`src/fdem_pkg.sv`:
```
// ----------------------------------------------------------------------------
// Forward-difference edge magnitude package
// Shared types, constants and helpers for the edge magnitude block.
// ----------------------------------------------------------------------------
package fdem_pkg;

   localparam int PIXEL_BITS       = 8;
   localparam int GRAD_BITS        = PIXEL_BITS + 1;
   localparam int CFG_BITS         = 11;
   localparam int CSR_INDEX_BITS   = 1;
   localparam int MAX_WIDTH_DEF    = 1024;
   localparam int MAX_HEIGHT       = 1024;
   localparam int ROW_BITS         = $clog2(MAX_HEIGHT);

   localparam logic [CSR_INDEX_BITS-1:0] CSR_IMAGE_WIDTH  = 1'b0;
   localparam logic [CSR_INDEX_BITS-1:0] CSR_IMAGE_HEIGHT = 1'b1;

   localparam logic CMD_PIXEL = 1'b0;
   localparam logic CMD_DRAIN = 1'b1;

   typedef struct packed {
      logic                  command;
      logic [PIXEL_BITS-1:0] pixel;
   } fdem_req_type;

   typedef struct packed {
      logic [GRAD_BITS-1:0] gradient;
      logic                 frame_end;
   } fdem_rsp_type;

   function automatic logic [PIXEL_BITS-1:0] abs_diff(
      input logic [PIXEL_BITS-1:0] a,
      input logic [PIXEL_BITS-1:0] b
   );
      logic [PIXEL_BITS-1:0] d;
      d = (a > b) ? (a - b) : (b - a);
      return d;
   endfunction

endpackage

```
`src/fdem_skid.sv`:
```
// ----------------------------------------------------------------------------
// Edge magnitude result buffer
// Output register with one skid entry so a new item can be taken while a
// result waits on a stalled receiver.
// ----------------------------------------------------------------------------
module fdem_skid (
   input  logic                   clock,
   input  logic                   reset,
   input  logic                   push,
   input  fdem_pkg::fdem_rsp_type push_data,
   output logic                   full,
   output logic                   rsp_valid,
   input  logic                   rsp_stall,
   output fdem_pkg::fdem_rsp_type rsp
);
   import fdem_pkg::*;

   logic         out_valid_ff, out_valid_in;
   logic         skid_valid_ff, skid_valid_in;
   fdem_rsp_type out_data_ff, out_data_in;
   fdem_rsp_type skid_data_ff, skid_data_in;
   logic         pop;

   assign pop = out_valid_ff && !rsp_stall;

   always_comb begin
      out_valid_in  = out_valid_ff;
      skid_valid_in = skid_valid_ff;
      out_data_in   = out_data_ff;
      skid_data_in  = skid_data_ff;
      if (skid_valid_ff) begin
         if (pop) begin
            out_data_in   = skid_data_ff;
            skid_valid_in = 1'b0;
         end
      end else if (push) begin
         if (!out_valid_ff || pop) begin
            out_data_in  = push_data;
            out_valid_in = 1'b1;
         end else begin
            skid_data_in  = push_data;
            skid_valid_in = 1'b1;
         end
      end else if (pop) begin
         out_valid_in = 1'b0;
      end
   end

   always_ff @(posedge clock) begin
      if (reset) begin
         out_valid_ff  <= 1'b0;
         skid_valid_ff <= 1'b0;
      end else begin
         out_valid_ff  <= out_valid_in;
         skid_valid_ff <= skid_valid_in;
      end
      out_data_ff  <= out_data_in;
      skid_data_ff <= skid_data_in;
   end

   assign full      = skid_valid_ff;
   assign rsp_valid = out_valid_ff;
   assign rsp       = out_data_ff;

endmodule

```
`config.mk`:
```
export PLATFORM = sky130hd
export DESIGN_NAME = fdem_skid
export DESIGN_NICKNAME = d
export VERILOG_FILES = /design/src/fdem_pkg.sv /design/src/fdem_skid.sv
export SDC_FILE = /design/constraint.sdc
export NUM_CORES = 1
export LEC_CHECK = 0
export BUFFER_PORTS_ARGS = -buffer_cell sky130_fd_sc_hd__buf_2
export CAP_MARGIN = 20
export CORE_MARGIN = 1
export CORE_UTILIZATION = 45
export CTS_BUF_LIST = sky130_fd_sc_hd__clkbuf_16
export CTS_CLUSTER_SIZE = 25
export DETAILED_ROUTE_END_ITERATION = 7
export GPL_TIMING_DRIVEN = 0
export HOLD_SLACK_MARGIN = 0.15
export PLACE_DENSITY = 0.8
export REMOVE_ABC_BUFFERS = 1
export SYNTH_ARGS = -nofsm -noshare
export SYNTH_HDL_FRONTEND = slang
export SYNTH_SLANG_ARGS = --single-unit
export TNS_END_PERCENT = 30
```
`constraint.sdc`:
```
create_clock -name clock -period 2.3 [get_ports clock]
set_clock_uncertainty 0.15 [all_clocks]
set_input_delay 0.23 -clock clock [delete_from_list [all_inputs] [get_ports clock]]
set_output_delay 0.23 -clock clock [all_outputs]
set_load 0.005 [all_outputs]
```
* Word-level counts from Yosys, hierarchy flattened
Index checks and enable logic that the tools add are counted.
** Word-level totals
- Register bits after elaboration :: 22
- Output and inout bits :: 12
** Cells by class
- Equal/unequal tests :: 2
- Mux-type cells :: 11
- Bitwise gates (word level) :: 2
- Reductions and logical operators :: 10
** Operators by type and width (number)
- $mux 10 :: 4
- $reduce_and 3->1 :: 3
- $mux 1 :: 7
- $reduce_bool 2->1 :: 3
- $ne 2x1->1 const B :: 2
- $logic_not 1->1 :: 2
- $not 1->1 :: 2
- $logic_and 1x1->1 :: 1
- $logic_or 1x1->1 :: 1

* Longest topological paths before layout
Gate-level depths: netlist (run 1).
- Depth after elaboration :: 6
- Gate-level depth with buffers :: 3

* Worst setup path before layout (run 1)
Ideal clock, no wire load.
- Path kind :: register to register
- From :: register skid_valid_ff (netlist: full)
- To :: register out_data_ff, in the netlist rsp[0], enable pin
- Library setup time :: 0.380 ns
- Arrival time :: 1.186 ns
- Data required time :: 1.770 ns
- Path slack :: 0.584 ns
- Cell stages (with the launch flop) :: 4
- Buffers on the path :: 1
- Clock period less this slack :: 1.716 ns
- Cell sequence :: dfxtp_1 -> buf_6 -> nand2_1 -> a21boi_1
** On the way
- Word-level cells in the longest chain between the ends :: 2
** Ends and longest elaborated chain
- start: declaration :: line fdem_skid.sv:19 : logic skid_valid_ff, skid_valid_in;
- start signal: assignment :: line fdem_skid.sv:55 : skid_valid_ff <= skid_valid_in;
- $ne 2x1->1 (no line) / $reduce_bool 2->1 (equally long branches)
- $reduce_and 3->1 (no line) (*)
- end signal: assignment :: line fdem_skid.sv:57 : out_data_ff <= out_data_in;
- end: declaration :: line fdem_skid.sv:20 : fdem_rsp_type out_data_ff, out_data_in;
Every way passes the cells marked *; elsewhere a longest branch is shown, timed or not.
A chain may end at the register's enable or synchronous reset.

* Worst setup path after layout (run 1)
- From :: register skid_valid_ff (netlist: full)
- To :: register skid_data_ff[2] (netlist name), enable pin
** On the way
- Word-level cells in the longest chain between the ends :: 2
** Ends and longest elaborated chain
- $not 1->1 (no line)
- $reduce_and 3->1 (no line)
- end signal: assignment :: line fdem_skid.sv:58 : skid_data_ff <= skid_data_in;
- end: declaration :: line fdem_skid.sv:21 : fdem_rsp_type skid_data_ff, skid_data_in;
No other way between the ends.

==> results of run 1 <==
## critical path, cell delays in order (launching register included)
cell and delay (ns):
dfxtp_1 0.48, nand2b_1 0.28, nor2_1 0.65
## layer usage
| metal | track usage (%) | up-vias |
|---|---|---|
| met5 | 0 | - |
| met4 | 9.09 | 0 |
| met3 | 3.67 | 2 |
| met2 | 32.1 | 19 |
| met1 | 19.9 | 245 |
| li1 | - | 245 |
## worst max path at each step
stage,slack [ns],depth (start not counted),from,endpoint
floorplan,0.53,2,full,rsp[0]
global placement,0.17,2,full,rsp[2]
detailed placement,0.12,2,full,rsp[6]
CTS,0.11,2,full,rsp[7]
global route,0.21,2,full,skid_data_ff[2]
finish,0.36,2,full,skid_data_ff[2]
## cell families after synthesis
| group | count (synthesis) | share of synthesized area, % |
|---|---|---|
| flops | 22 | 78.5 |
| mux | 10 | 13.8 |
| compound gates | 4 | 2.76 |
| simple gates | 6 | 3.53 |
| buf+inv | 1 | 1.38 |
## stage by stage
stage	instances	cell area (um^2)	power (mW)	utilization [%]	hold slack [ns]
2_1_floorplan	42	805	0.509	-	0.149
3_3_place_gp	92	961	0.541	56.3	0.251
3_5_place_dp	92	961	0.546	56.3	0.263
4_1_cts	109	1200	1.04	70.0	0.189
5_1_grt	109	1200	1.07	70.3	0.221
6_report	109	1200	1.04	70.3	0.192
## flip-flops by register name, indices dropped and copies added (netlist names)
signal and cells:
rsp_valid 1, rsp 10, full 1, skid_data_ff 10
## repair_timing
item / in CTS / in global routing
hold buffers: 13 / 0
setup endpoints to repair: 0 / 5
buffers inserted: 0 / 0
resized for setup: 0 / 1
endpoints found under the hold margin: 17 / 0
## power by group through the flow
stage | sequential, mW | combinational [mW] | clock [mW]
after floorplan | 0.483 | 0.0262 | 0
after CTS | 0.474 | 0.0823 | 0.488
after detailed placement | 0.482 | 0.0635 | 0
after global placement | 0.481 | 0.0603 | 0
final | 0.474 | 0.0826 | 0.479
after global routing | 0.477 | 0.0902 | 0.501
## cells in the final DEF, fill, tap and decap left out
cell,instances
a21oi_1,2
a21boi_2,1
nand2b_1,1
buf_2,25
dfxtp_1,2
nand2_1,2
nor2b_1,1
clkbuf_16,3
dlygate4sd3_1,13
o21ai_1,1
bufinv_16,1
nor3_1,1
edfxtp_1,20
nor2_1,1
mux2_2,10
## layout make-up
| type | count | area (um^2) | share of cell area (%) |
|---|---|---|---|
| Clock buffer | 3 | 75.1 | 6.26 |
| Multi-Input combinational cell | 20 | 168 | 14.0 |
| Clock inverter | 1 | 30.0 | 2.50 |
| Sequential cell | 22 | 641 | 53.4 |
| Tap cell | 25 | 31.3 | 2.61 |
| Timing Repair Buffer | 38 | 255 | 21.3 |
==> results.sh, run 1 <==
export IMPL_status="finished, final reports clean"
export IMPL_setup_worst_path_start_class="flop"
export IMPL_hold_violations=0
export IMPL_antenna_found_initial=0
export IMPL_routedWlPerCell_um=13.8
export IMPL_worst_r2r_cell_count=2
export IMPL_ys_flop_type="edfxtp_1"
export IMPL_cts_buffers=3
export IMPL_wl_met1_um=611
export IMPL_min_path_cells=3
export IMPL_maxSlewViolCount=0
export IMPL_period_share_pct=84.3
export IMPL_pwr_share_clk_pct=46.3
export IMPL_setup_viol=0
export IMPL_critPathCaptureType="flop"
export IMPL_fill_cells=132
export IMPL_io_buffers=25
export IMPL_drv_cap=0
export IMPL_cts_tree="done"
export IMPL_clock_latency_ns=0.25
export IMPL_fp_dieW_um=44.6
export IMPL_comb_power_share_pct=8.0
export IMPL_dieArea_mm2=0.00199
export IMPL_num_rows=15
export IMPL_nNetsFinal=99
export IMPL_regToRegStartpoint="full"
export IMPL_ys_types=12
export IMPL_vias=511
export IMPL_path_max_fanout=15
export IMPL_r2r_slack_ns=0.36
export IMPL_wl_met3_um=54
export IMPL_ios=26
export IMPL_diodes=0
export IMPL_p_per_area_mw_per_mm2=863
export IMPL_grt_remaining_overflow=0
export IMPL_drive_above_1_share_pct=47.6
export IMPL_min_period_ns=1.94
export IMPL_worst_ep_arrival_time_ns=1.67
export IMPL_place_ws_ns=0.118
export IMPL_ys_async_sr_fraction_pct=0
export IMPL_synth_edff_count=20
export IMPL_r2r_end="skid_data_ff[2]"
export IMPL_min_from="push"
export IMPL_grt_pass1_vias=521
export IMPL_grt_usage_pct=17.9
export IMPL_postRouteAntennaNets=0
export IMPL_area_growth_pct=47.1
export IMPL_drt_wl_total_um=1510
export IMPL_core_region_area_mm2=0.00171
export IMPL_drt_initial_drc_count=6
export IMPL_first_pass_iters=3
export IMPL_synth_area_top_cells="edfxtp_1 74%, mux2_2 14%, dfxtp_1 4.9%"
export IMPL_max_freq_mhz=516
export IMPL_fp_dieH_um=44.6
export IMPL_rsz0062_at_grt="false"
export IMPL_clock_tree_root_cell="clkbuf_16"
export IMPL_place_congestion=0.614
export IMPL_start_util_pct=47.8
export IMPL_clkTransAtPathRegs_ns=0.06
export IMPL_setup_tns_ns=0
export IMPL_power_switching_mw=0.177
export IMPL_grt_pass1_wl_um=2370
export IMPL_fin_ws_ns=0.361
export IMPL_netlist_area_leader_share_pct=73.6
export IMPL_hp_class="in2reg"
export IMPL_yosysSeqAreaShare_pct=78.5
export IMPL_synth_most_common_cell="edfxtp_1"
export IMPL_grt_max_degree=16
export IMPL_worst_pin_slew_ns=0.831
export IMPL_dpl_hpwl_um=882
export IMPL_cts_max_level=1
export IMPL_syn_area_per_cell_um2=19.0
export IMPL_maxSlewHeadroom_pct=44.4
export IMPL_cts_sinks=22
export IMPL_crit_type="reg2reg"
export IMPL_p_sw_share_pct=17.1
export IMPL_ys_seq_elements=22
export IMPL_yosys_area_top_type="edfxtp_1"
export IMPL_synthCells=43
export IMPL_leakagePower_nw=0.464
export IMPL_yosys_top_cells_count="20 x edfxtp_1, 10 x mux2_2, 2 x a21oi_1, 2 x dfxtp_1, 2 x nand2_1"
export IMPL_required_ns=2.03
export IMPL_ys_warnings_count=0
export IMPL_holdPathEnd="full"
export IMPL_ir_worst_vdd_uv=575
export IMPL_mappedNetlistArea_um2=816
export IMPL_vias_per_cell=4.69
export IMPL_seqPwrFrac_pct=45.7
export IMPL_drc=0
export IMPL_cts_max_path_buffers=2
export IMPL_wl_met2_um=826
export IMPL_p_int_mw=0.858
export IMPL_routed_top_layer="met4"
Power figures use the tool's default switching activity.
==> run 2, diff against run 1 <==
- ABC_AREA: unset -> 1
- PLACE_DENSITY: 0.8 -> 0.79
- clock period: 2.3 -> 1.9 ns (I/O delays scaled with it)
==> run 2 against run 1 <==
  * Wire length increased by 3.4%
  * Critical path depth grew 5
  * Utilization down 0.87 points
  * Critical endpoint is now full
  * Largest power group is now sequential cells
==> results.sh, run 2 <==
export IMPL_start_util_pct=48.5
export IMPL_ys_async_sr_fraction_pct=0
export IMPL_multi_input_area_um2=169
export IMPL_grt_max_degree=16
export IMPL_cts_max_path_buffers=2
export IMPL_drt_wl_total_um=1560
export IMPL_yosys_top_cells_count="37 x nand2_1, 20 x edfxtp_1, 6 x inv_1"
export IMPL_fp_dieW_um=45.4
export IMPL_fin_ws_ns=0.170
export IMPL_ir_worst_vdd_uv=610
export IMPL_fp_dieH_um=45.4
export IMPL_cts_max_level=1
export IMPL_maxSlewHeadroom_pct=66.2
export IMPL_utilization_pct=69.4
export IMPL_ios=26
export IMPL_netlist_area_leader_share_pct=70.9
export IMPL_grt_pass1_wl_um=2440
export IMPL_required_ns=1.95
export IMPL_maxSlewViolCount=0
export IMPL_routed_top_layer="met4"
export IMPL_yosysSeqAreaShare_pct=75.6
export IMPL_vias=609
export IMPL_place_inst=120
export IMPL_ys_seq_elements=22
export IMPL_area_growth_pct=43.0
export IMPL_ys_types=9
export IMPL_diodes=0
export IMPL_setup_worst_path_start_class="input port"
export IMPL_ys_warnings_count=0
export IMPL_cp_top_family="buffers and inverters"
export IMPL_ys_flop_type="edfxtp_1"
export IMPL_rsz0062_at_grt="false"
export IMPL_post_cts_repair_setup_buffers=0
export IMPL_routedWlPerCell_um=11.3
export IMPL_syn_area_per_cell_um2=11.8
export IMPL_mappedNetlistArea_um2=847
export IMPL_layout_common_cells="37 x nand2_1, 25 x buf_2, 20 x edfxtp_1"
export IMPL_place_ws_ns=-0.230
export IMPL_setup_tns_ns=0
export IMPL_fill_cells=131
export IMPL_cts_buffers=3
export IMPL_critPathCaptureType="flop"
export IMPL_drive_above_1_share_pct=26.5
export IMPL_dieArea_mm2=0.00206
export IMPL_wl_met2_um=810
export IMPL_drv_cap=0
export IMPL_wl_met1_um=669
export IMPL_cts_tree="done"
export IMPL_yosys_area_top_type="edfxtp_1"
export IMPL_clock_tree_root_cell="clkbuf_16"
export IMPL_place_congestion=0.733
export IMPL_max_freq_mhz=578
export IMPL_dpl_hpwl_um=876
export IMPL_hp_class="reg2reg"
export IMPL_first_pass_iters=4
export IMPL_p_per_area_mw_per_mm2=911
export IMPL_hold_slack_ns=0.371
export IMPL_path_max_fanout=2
export IMPL_crit_path_max_incr_delay_ns=0.56
export IMPL_status="finished, final reports clean"
export IMPL_grt_usage_pct=17.5
export IMPL_instances_no_fill=138
export IMPL_synthCells=72
export IMPL_nNetsFinal=128
export IMPL_cts_sinks=22
export IMPL_leakagePower_nw=0.557
export IMPL_cp_cell_sequence="dlygate4sd3_1 -> buf_2 -> nand2_1 -> inv_1 -> nand2_1 -> a21oi_1 -> dlygate4sd3_1"
export IMPL_vias_per_cell=4.41
export IMPL_synth_most_common_cell="nand2_1"
export IMPL_clkTransAtPathRegs_ns=0.06
export IMPL_synth_edff_count=20
export IMPL_antenna_found_initial=0
export IMPL_seq_area_um2=641
export IMPL_num_rows=15
export IMPL_worst_pin_slew_ns=0.506
export IMPL_grt_pass1_vias=598
export IMPL_wl_met3_um=69
export IMPL_drc=0
export IMPL_synth_area_top_cells="edfxtp_1 71%, nand2_1 16%, dfxtp_1 4.7%"
export IMPL_drt_initial_drc_count=25
export IMPL_clock_latency_ns=0.25
export IMPL_min_period_ns=1.73
export IMPL_core_region_area_mm2=0.00175
export IMPL_io_buffers=25
export IMPL_postRouteAntennaNets=0
export IMPL_crit_type="in2reg"
export IMPL_hold_violations=0
export IMPL_slowest_stage="dlygate4sd3_1"
export IMPL_grt_remaining_overflow=0
export IMPL_period_share_pct=91.1
export IMPL_path_buf_inv=4
export IMPL_worst_ep_arrival_time_ns=1.78
export IMPL_final_common_cell="nand2_1"
export IMPL_setup_viol=0
run 2: worst reg2reg max path, cell delays in order (launching register included):
cell and delay (ns):
dfxtp_1 0.63, nand2_1 0.21, a21oi_4 0.38
run 2: report_power, final:
part | leakage [nW] | switching, mW | internal (mW)
logic | 0.311 | 0.0465 | 0.0513
registers | 0.204 | 0.00943 | 0.559
clock network | 0.0423 | 0.157 | 0.280
total | 0.557 | 0.212 | 0.890
run 2: per-stage QoR:
stage | cell area (um^2) | power [mW]
floorplan | 825 | 0.610
CTS | 1200 | 1.10
global placement | 981 | 0.648
global route | 1210 | 1.13
detailed placement | 981 | 0.651
finish | 1210 | 1.10
run 2: final timing paths:
path | from | endpoint | slack [ns] | cells after the start
setup / recovery | rsp_stall | full | 0.17 | 7
hold / removal | skid_data_ff[0] | rsp[0] | 0.37 | 2
setup reg to reg | full | rsp[8] | 0.19 | 2
hold reg to reg | skid_data_ff[0] | rsp[0] | 0.37 | 2
run 2: cells by family after synthesis:
| family | count (synthesis) | share of synthesized area, % |
|---|---|---|
| buf+inv | 9 | 5.76 |
| simple gates | 39 | 17.4 |
| flops | 22 | 75.6 |
| compound gates | 2 | 1.18 |
run 2: timing repair:
item | in CTS | in global routing
hold buffers | 14 | 0
endpoints found under the hold margin | 22 | 0
resized for setup | 1 | 1
endpoints found under the setup margin | 10 | 10
run 2: cell type report:
class	instances	area share, %
Timing Repair Buffer	39	21.9
Clock inverter	1	0.310
Clock buffer	3	6.20
Sequential cell	22	52.9
Tap cell	25	2.58
Inverter	7	2.17
Multi-Input combinational cell	41	13.9
run 2: routing by layer:
metal / up-vias / track usage, %
met5: - / 0
met4: 0 / 9.70
met2: 21 / 30.0
met3: 2 / 3.97
li1: 312 / -
met1: 274 / 19.9
==> run 3, diff against run 2 <==
- GPL_TIMING_DRIVEN: 0 -> unset
- clock period: 1.9 -> 2.11 ns (I/O delays scaled with it)
==> run 3 against run 2 <==
  * Worst hold slack got worse by 0.22 ns
  * Flip-flop and latch count did not move
  * Utilization down 1.9 points
  * Non-clock buffer count down 2
  * Final area fell by 2.8%
  * Clock power decreased by 11%
  * Largest power group unchanged
  * Highest routed layer unchanged
==> results.sh, run 3 (synthesis results as in run 2) <==
export IMPL_status="finished, final reports clean"
export IMPL_diodes=0
export IMPL_io_buffers=25
export IMPL_stdcell_area_mm2=0.00118
export IMPL_setup_worst_path_start_class="flop"
export IMPL_clock_tree_root_cell="clkbuf_16"
export IMPL_final_common_cell="nand2_1"
export IMPL_hold_violations=0
export IMPL_postRouteAntennaNets=0
export IMPL_ir_worst_vdd_uv=523
export IMPL_cts_max_path_buffers=2
export IMPL_core_region_area_mm2=0.00175
export IMPL_min_period_ns=1.55
export IMPL_worst_pin_slew_ns=0.458
export IMPL_vias=603
export IMPL_cts_tree="done"
export IMPL_r2r_slack_ns=0.56
export IMPL_drive_above_1_share_pct=27.0
export IMPL_path_buf_inv=2
export IMPL_first_pass_iters=3
export IMPL_drv_cap=0
export IMPL_grt_remaining_overflow=0
export IMPL_vias_per_cell=4.43
export IMPL_crit_path_max_incr_delay_ns=0.60
export IMPL_clock_latency_ns=0.25
export IMPL_nNetsFinal=126
export IMPL_cts_buffers=3
export IMPL_max_freq_mhz=643
export IMPL_clkTransAtPathRegs_ns=0.05
export IMPL_drc=0
export IMPL_worst_r2r_cell_count=4
export IMPL_crit_type="reg2reg"
export IMPL_ios=26
export IMPL_place_congestion=0.697
export IMPL_rsz0062_at_grt="false"
export IMPL_maxSlewViolCount=0
export IMPL_fp_dieH_um=45.4
export IMPL_num_rows=15
export IMPL_p_per_area_mw_per_mm2=838
export IMPL_slowest_stage="dfxtp_1"
export IMPL_setup_tns_ns=0
export IMPL_utilization_pct=67.5
export IMPL_crit_path_end="rsp[9]"
export IMPL_min_from="rsp_stall"
export IMPL_period_share_pct=73.7
export IMPL_maxSlewHeadroom_pct=69.4
export IMPL_r2r_end="rsp[9]"
export IMPL_drt_wl_total_um=1550
export IMPL_placed_area_um2=988
export IMPL_hp_class="in2reg"
export IMPL_grt_max_degree=16
export IMPL_cp_cell_sequence="inv_2 -> nand2_1 -> a21oi_1 -> buf_4"
export IMPL_cp_top_family="flip-flops"
export IMPL_worst_ep_arrival_time_ns=1.41
export IMPL_cts_sinks=22
export IMPL_setup_viol=0
export IMPL_dpl_hpwl_um=1050
export IMPL_start_util_pct=48.5
export IMPL_required_ns=1.97
export IMPL_grt_usage_pct=17.7
export IMPL_antenna_found_initial=0
export IMPL_min_path_cells=5
export IMPL_area_growth_pct=39.0
export IMPL_fp_dieW_um=45.4
export IMPL_cts_resized=0
export IMPL_critical_path_depth=4
export IMPL_layout_common_cells="37 x nand2_1, 25 x buf_2, 20 x edfxtp_1"
export IMPL_grt_pass1_vias=552
export IMPL_drt_initial_drc_count=10
export IMPL_regToRegStartpoint="full"
export IMPL_startpoint="full"
export IMPL_cts_max_level=1
export IMPL_path_max_fanout=15
export IMPL_dieArea_mm2=0.00206
export IMPL_routedWlPerCell_um=11.4
export IMPL_grt_pass1_wl_um=2440
export IMPL_leakagePower_nw=0.541
export IMPL_critPathCaptureType="flop"
==> run 3: worst register-to-register path, stage by stage, from the launching register on <==
cell and delay [ns]:
dfxtp_1 0.60, inv_2 0.20, nand2_1 0.12, a21oi_1 0.07
buf_4 0.17
==> run 3: cell type report <==
type / instances / area [um^2]
sequential: 22 / 641
fill: 137 / 568
timing repair buffer: 37 / 243
multi-input combinational: 41 / 158
clock buffer: 3 / 75.1
tap: 25 / 31.3
inverter: 7 / 26.3
clock inverter: 1 / 3.75
==> run 3: worst min path at each step <==
stage | slack, ns | end
global route | 0.18 | full
global placement | 0.24 | full
CTS | 0.15 | full
detailed placement | 0.25 | full
floorplan | 0.13 | full
finish | 0.15 | full
==> run 3: through the flow <==
| stage | worst slack [ns] | instances | power [mW] | hold slack, ns |
|---|---|---|---|---|
| final | 0.556 | 136 | 0.986 | 0.150 |
| after global routing | 0.472 | 136 | 1.02 | 0.182 |
| after CTS | 0.566 | 136 | 0.994 | 0.154 |
| after detailed placement | 0.575 | 121 | 0.590 | 0.247 |
| after global placement | 0.622 | 121 | 0.588 | 0.236 |
| after floorplan | 0.344 | 70 | 0.549 | 0.130 |
==> run 3: where the power goes <==
| group | internal [mW] | switching, mW | total, mW |
|---|---|---|---|
| registers | 0.503 | 0.00840 | 0.512 |
| clock network | 0.252 | 0.137 | 0.389 |
| logic | 0.0439 | 0.0419 | 0.0858 |
==> run 3: timing repair <==
| item | 4_1_cts | 5_1_grt |
|---|---|---|
| hold endpoints to repair | 22 | 0 |
| hold buffers | 11 | 0 |
| setup buffers | 0 | 0 |
==> run 3: per-layer routing <==
metal | global-route usage, % | vias to the layer above | share of wire, %
met2 | 25.7 | 20 | 46
met5 | 0 | - | 0
li1 | - | 309 | -
met1 | 23.5 | 269 | 47
met4 | 12.7 | 0 | 3.1
met3 | 3.57 | 5 | 3.8
